`src/sv/assert_macros.svh`:
```
// Assertion macros shared by the RTL files of the merge block.
// Every macro samples on clk_i and is disabled while rst_ni is low.
`ifndef ASSERT_MACROS_SVH
`define ASSERT_MACROS_SVH

// Property that must hold at every clock edge outside reset.
`define ASSERT_ALWAYS(label, prop, msg) \
  label: assert property (@(posedge clk_i) disable iff (!rst_ni) (prop)) else $error(msg);

// Same-cycle implication.
`define ASSERT_IMPLIES(label, ante, cons, msg) \
  label: assert property (@(posedge clk_i) disable iff (!rst_ni) (ante) |-> (cons)) \
    else $error(msg);

// Next-cycle implication.
`define ASSERT_NEXT(label, ante, cons, msg) \
  label: assert property (@(posedge clk_i) disable iff (!rst_ni) (ante) |=> (cons)) \
    else $error(msg);

`endif

```
`src/sv/kwm_pkg.sv`:
```
// Package of the k-way merge block: shared constants, codes and types.
// Used by kwm_cell, k_way_merge_min_heap_top and the testbench; depends on nothing.
package kwm_pkg;

  // Default sizing of the heap and of the element store.
  localparam int MAX_LISTS_DEF       = 8;
  localparam int MAX_LIST_LENGTH_DEF = 32;

  // Width of one element value.
  localparam int VALUE_W = 32;

  // Configuration registers.
  localparam int APB_AW    = 3;
  localparam int APB_DW    = 32;
  localparam int LISTS_W   = 4;
  localparam int LENGTH_W  = 6;
  localparam logic [LISTS_W-1:0]  LISTS_RST  = 4'd8;
  localparam logic [LENGTH_W-1:0] LENGTH_RST = 6'd32;

  typedef enum logic [0:0] {
    REG_LISTS  = 1'b0,
    REG_LENGTH = 1'b1
  } reg_e;

  // Operation codes of an input item.
  typedef enum logic [1:0] {
    OP_LOAD  = 2'd0,
    OP_START = 2'd1,
    OP_POP   = 2'd2
  } op_e;

  // Which entry of a node and its children ranks lowest.
  typedef enum logic [1:0] {
    PICK_NONE  = 2'd0,
    PICK_LEFT  = 2'd1,
    PICK_RIGHT = 2'd2
  } pick_e;

  // Per-cell update command.
  typedef struct packed {
    logic load;
    logic take_left;
    logic take_right;
    logic take_parent;
  } cell_cmd_t;

endpackage

```
`src/sv/kwm_cell.sv`:
```
// One heap cell of the merge block: holds one heap entry, ranks it against
// its two children and swaps with its parent or a child. Uses kwm_pkg.
module kwm_cell
  import kwm_pkg::*;
#(
  parameter int  MAX_LISTS       = MAX_LISTS_DEF,
  parameter int  MAX_LIST_LENGTH = MAX_LIST_LENGTH_DEF,
  parameter int  IDX             = 0,
  localparam int LW              = $clog2(MAX_LISTS),
  localparam int NW              = $clog2(MAX_LIST_LENGTH + 1),
  localparam int KW              = $clog2(MAX_LISTS + 1),
  localparam int EW              = VALUE_W + LW + NW + 1
) (
  input  logic          clk_i,
  input  logic          rst_ni,
  input  cell_cmd_t     cmd_i,
  input  logic [KW-1:0] k_i,
  input  logic [EW-1:0] load_entry_i,
  input  logic [EW-1:0] parent_entry_i,
  input  logic [EW-1:0] left_entry_i,
  input  logic [EW-1:0] right_entry_i,
  output logic [EW-1:0] entry_o,
  output pick_e         pick_o
);

  typedef struct packed {
    logic signed [VALUE_W-1:0] value;
    logic [LW-1:0]             list;
    logic [NW-1:0]             next;
    logic                      spent;
  } entry_t;

  entry_t entry_q, entry_d;
  entry_t left_e, right_e, least_e;
  logic   left_ok, right_ok, left_wins, right_wins;

  // Rank this entry against its children; a spent entry ranks above all values.
  always_comb begin
    left_e   = entry_t'(left_entry_i);
    right_e  = entry_t'(right_entry_i);
    left_ok  = 32'(k_i) > 32'(2 * IDX + 1);
    right_ok = 32'(k_i) > 32'(2 * IDX + 2);
    left_wins = left_ok && !left_e.spent &&
                (entry_q.spent || (left_e.value < entry_q.value));
    least_e   = left_wins ? left_e : entry_q;
    right_wins = right_ok && !right_e.spent &&
                 (least_e.spent || (right_e.value < least_e.value));
    if (right_wins) begin
      pick_o = PICK_RIGHT;
    end else if (left_wins) begin
      pick_o = PICK_LEFT;
    end else begin
      pick_o = PICK_NONE;
    end
  end

  // Select the new content: a direct load or one side of a swap.
  always_comb begin
    entry_d = entry_q;
    if (cmd_i.load) begin
      entry_d = entry_t'(load_entry_i);
    end else if (cmd_i.take_left) begin
      entry_d = entry_t'(left_entry_i);
    end else if (cmd_i.take_right) begin
      entry_d = entry_t'(right_entry_i);
    end else if (cmd_i.take_parent) begin
      entry_d = entry_t'(parent_entry_i);
    end
  end

  always_ff @(posedge clk_i or negedge rst_ni) begin
    if (!rst_ni) begin
      entry_q <= '0;
    end else begin
      entry_q <= entry_d;
    end
  end

  assign entry_o = entry_q;

endmodule

```
`config.mk`:
```
export PLATFORM = sky130hd
export DESIGN_NAME = kwm_cell
export DESIGN_NICKNAME = d
export VERILOG_FILES = /design/src/sv/assert_macros.svh /design/src/sv/kwm_pkg.sv /design/src/sv/kwm_cell.sv
export SDC_FILE = /design/constraint.sdc
export NUM_CORES = 1
export LEC_CHECK = 0
export BUFFER_PORTS_ARGS = -buffer_cell sky130_fd_sc_hd__buf_2
export CELL_PAD_IN_SITES_DETAIL_PLACEMENT = 2
export CELL_PAD_IN_SITES_GLOBAL_PLACEMENT = 2
export CORE_ASPECT_RATIO = 0.9
export CORE_MARGIN = 2
export CORE_UTILIZATION = 27
export CTS_CLUSTER_SIZE = 8
export DETAILED_ROUTE_END_ITERATION = 10
export GPL_TIMING_DRIVEN = 0
export HOLD_SLACK_MARGIN = 0.1
export PLACE_DENSITY = 0.95
export SLEW_MARGIN = 20
export SYNTH_ARGS = -nofsm -noshare
export SYNTH_HDL_FRONTEND = slang
export SYNTH_SLANG_ARGS = --single-unit
```
`constraint.sdc`:
```
create_clock -name clk_i -period 10.7 [get_ports clk_i]
set_input_delay 1.605 -clock clk_i [delete_from_list [all_inputs] [get_ports clk_i]]
set_output_delay 1.605 -clock clk_i [all_outputs]
set_load 0.01 [all_outputs]
```
==> flow_metrics.py <==
metrics = {
    "timing": {
        "timing.fmax_ghz": 0.127,
        "setup_viol": 0,
        "finClkSkew_ns": 0,
        "period_minus_slack_ns": 7.84,
        "rsz0062_at_grt": "no",
        "slew_headroom": 0.414,
        "hold_viol_final": 0,
        "timing.final.crit_share": 0.733,
        "worst_slew_pin_slew_ns": 0.879,
        "slew_violations": 0,
        "tns_ns": 0,
        "whs_ns": 0.489,
    },
    "pwr": {
        "p_int_uw": 414,
        "combPwrFrac": 0.443,
        "p_leak_nw": 3.25,
        "power_frac_clock": 0.276,
        "worst_ir_drop_vdd_mv": 0.0545,
        "swShare": 0.391,
        "p_sw_uw": 265,
        "pwr-share-seq": 0.280,
        "power.density_mw_per_mm2": 110,
    },
    "logic_synthesis": {
        "yosysMostFrequentCell": "a21oi_1",
        "yosys_warnings": 0,
        "yosys.area.top_type_share": 0.228,
        "synthFlopType": "dfrtp_1",
        "syn-num-nets": 818,
        "yosys_register_bits": 42,
        "synth-seq-area-share": 0.228,
        "synth_top_cell_by_area": "dfrtp_1",
        "netlist_area_sq_mm": 0.00461,
        "ys_top_cells_by_count": "104 x a21oi_1, 91 x nor2_1, 74 x mux2i_1",
        "netlist_instances": 578,
        "synth_area_leaders": "dfrtp_1 23%, ha_1 17%, mux2i_1 16%, a21oi_1 11%, nor2_1 7.4%",
        "synth.distinct_cells": 43,
        "synthArstFlopShare": 1.00,
        "avgSynthCellArea_sq_um": 7.97,
        "synth_enable_flop_cells": 0,
    },
    "global_routing": {
        "grt_usage": 0.245,
        "grt_max_degree": 43,
        "grt_busiest_layer": "met2",
        "use_met2": 0.432,
        "grt_overflow_total": 0,
        "grt_pass1_wl_microns": 34000,
        "grt_use_met3": 0.0355,
        "met1_usage": 0.306,
        "antenna_found_initial": 4,
        "first_global_vias": 6134,
    },
    "final_layout": {
        "drive_above_1_share": 0.304,
        "area_growth_pct": 33.6,
        "largest_reg_flops": 42,
        "final_util": 0.367,
        "fillers": 2008,
        "nets": 1045,
        "instances_no_fill": 1020,
    },
    "clock_tree": {
        "cts_buffers": 5,
        "clk-insertion-delay-late_ns": 0.30,
        "htree_levels": 2,
        "clockBufferDepth": 2,
        "cts_tree": "done",
        "clockRootBuffer": "clkbuf_16",
        "cts.sinks": 42,
        "cts_setup_buffers": 0,
        "cts-resized-gates": 0,
        "hold_buffers": 0,
        "clkSlewWorstSetupHoldPaths_ns": 0.06,
    },
    "die": {
        "fp.dieH_microns": 128,
        "start_util": 0.274,
        "core-area_sq_mm": 0.0168,
        "die_w_microns": 142,
        "die_area_sq_mm": 0.0181,
        "ioPinCount": 222,
        "rows": 45,
    },
    "drt": {
        "drt_iter0_markers": 209,
        "wl_per_cell_microns": 21.8,
        "firstDrtPassIters": 4,
        "vias_per_cell": 5.34,
        "routed_wirelength_microns": 22300,
        "drc": 0,
        "postRouteAntennaNets": 0,
        "vias": 5447,
    },
    "worst_setup_path": {
        "critPathCaptureType": "output pin",
        "worstSetupPathType": "input port to output pin",
        "crit_family": "simple AND/OR/NAND/NOR gates",
        "cp.arrival_ns": 6.24,
        "critical-path-max-stage-delay_ns": 0.60,
        "setup.worst_path.start_class": "input port",
        "critical_path.cell_chain": "buf_2, ha_1, nand4_1, nor3_1, a21oi_1, nor4_1, nor2_4, buf_4, mux2i_1, ha_1, nand4_1, nor2_1, nand3_1, nor3_1, o221ai_1, nand4bb_1, nand3_2, mux2i_1, o21a_1, buf_4, buf_2",
        "required_ns": 9.10,
        "cp_slowest_cell": "nor4_1",
        "worst-path-max-fanout": 10,
        "worst-path-buf-inv": 4,
    },
    "run_status": {
        "outcome": "completed",
    },
    "run": {
        "cap_viol_max_count": 0,
    },
    "placement": {
        "io_buffers": 220,
        "dp.cells": 1009,
        "dpl.hpwl_microns": 18200,
        "gp_congestion": 0.816,
    },
    "min_path": {
        "min_path_type": "register to register",
    },
}
## area by class of cell
class,count,area [sq um],area share
Multi-Input combinational cell,466,3270,0.532
Timing Repair Buffer,220,1100,0.179
Sequential cell,42,1050,0.171
Tap cell,211,264,0.0429
Buffer,36,154,0.0250
Inverter,34,128,0.0207
Clock buffer,5,125,0.0203
Clock inverter,3,45.0,0.00732
Antenna cell,3,7.51,0.00122
## cell families after synthesis
| logic type | share of synthesized area |
|---|---|
| simple gates | 0.148 |
| compound gates | 0.233 |
| fa+ha+maj | 0.168 |
| buf+inv | 0.0611 |
| flops | 0.228 |
| mux | 0.161 |
## worst reg2reg max path, stage by stage, from the launching register on
cell,delay [ns]
dfrtp_1,0.48
nand2_1,0.10
o21ai_0,0.08
## power by group through the flow
stage | Sequential, mW | Combinational [mW] | Clock (mW)
global route | 0.192 | 0.334 | 0.196
finish | 0.190 | 0.301 | 0.188
detailed placement | 0.193 | 0.299 | 0
floorplan | 0.197 | 0.162 | 0
CTS | 0.190 | 0.302 | 0.192
global placement | 0.192 | 0.282 | 0
## worst paths after layout
kind                            slack [ns]                       to                    start  cells past startpoint
worst max-delay path                  2.86                pick_o[1]         left_entry_i[41]                     21
worst min-delay path                  0.49   entry_o[7]$_DFFE_PN0P_   entry_o[7]$_DFFE_PN0P_                      2
worst max register to register        9.92  entry_o[10]$_DFFE_PN0P_  entry_o[10]$_DFFE_PN0P_                      2
worst min register to register        0.49   entry_o[7]$_DFFE_PN0P_   entry_o[7]$_DFFE_PN0P_                      2
max in group asynchronous             8.95  entry_o[16]$_DFFE_PN0P_                   rst_ni                      1
min in group asynchronous             1.31  entry_o[33]$_DFFE_PN0P_                   rst_ni                      1
## layer usage
layer	routed length, microns	vias to the layer above	part of all wire
met4	528	2	0.024
met2	11000	178	0.49
li1	-	2551	-
met5	16	-	0.00072
met3	921	39	0.041
met1	9810	2677	0.44
## through the flow
| stage | setup WS, ns | total power [mW] | cell area (sq um) |
|---|---|---|---|
| floorplan | 3.86 | 0.359 | 4610 |
| global placement | 3.06 | 0.473 | 5970 |
| detailed placement | 2.90 | 0.492 | 5970 |
| CTS | 2.85 | 0.684 | 6140 |
| global route | 2.53 | 0.723 | 6150 |
| finish | 2.86 | 0.679 | 6150 |
## cells in the final DEF, fill, tap and decap left out, drive strengths merged, types with 5 or more instances in the layout
cell type | synthesis | layout
a211oi | 32 | 32
a21o | 9 | 9
a21oi | 104 | 104
buf | 11 | 231
clkbuf | 25 | 30
dfrtp | 42 | 42
ha | 62 | 62
inv | 34 | 34
mux2i | 74 | 74
nand2 | 23 | 23
nand4 | 10 | 10
nor2 | 93 | 93
o211ai | 5 | 5
o21ai | 19 | 19
(Power assumes the default switching activity.)
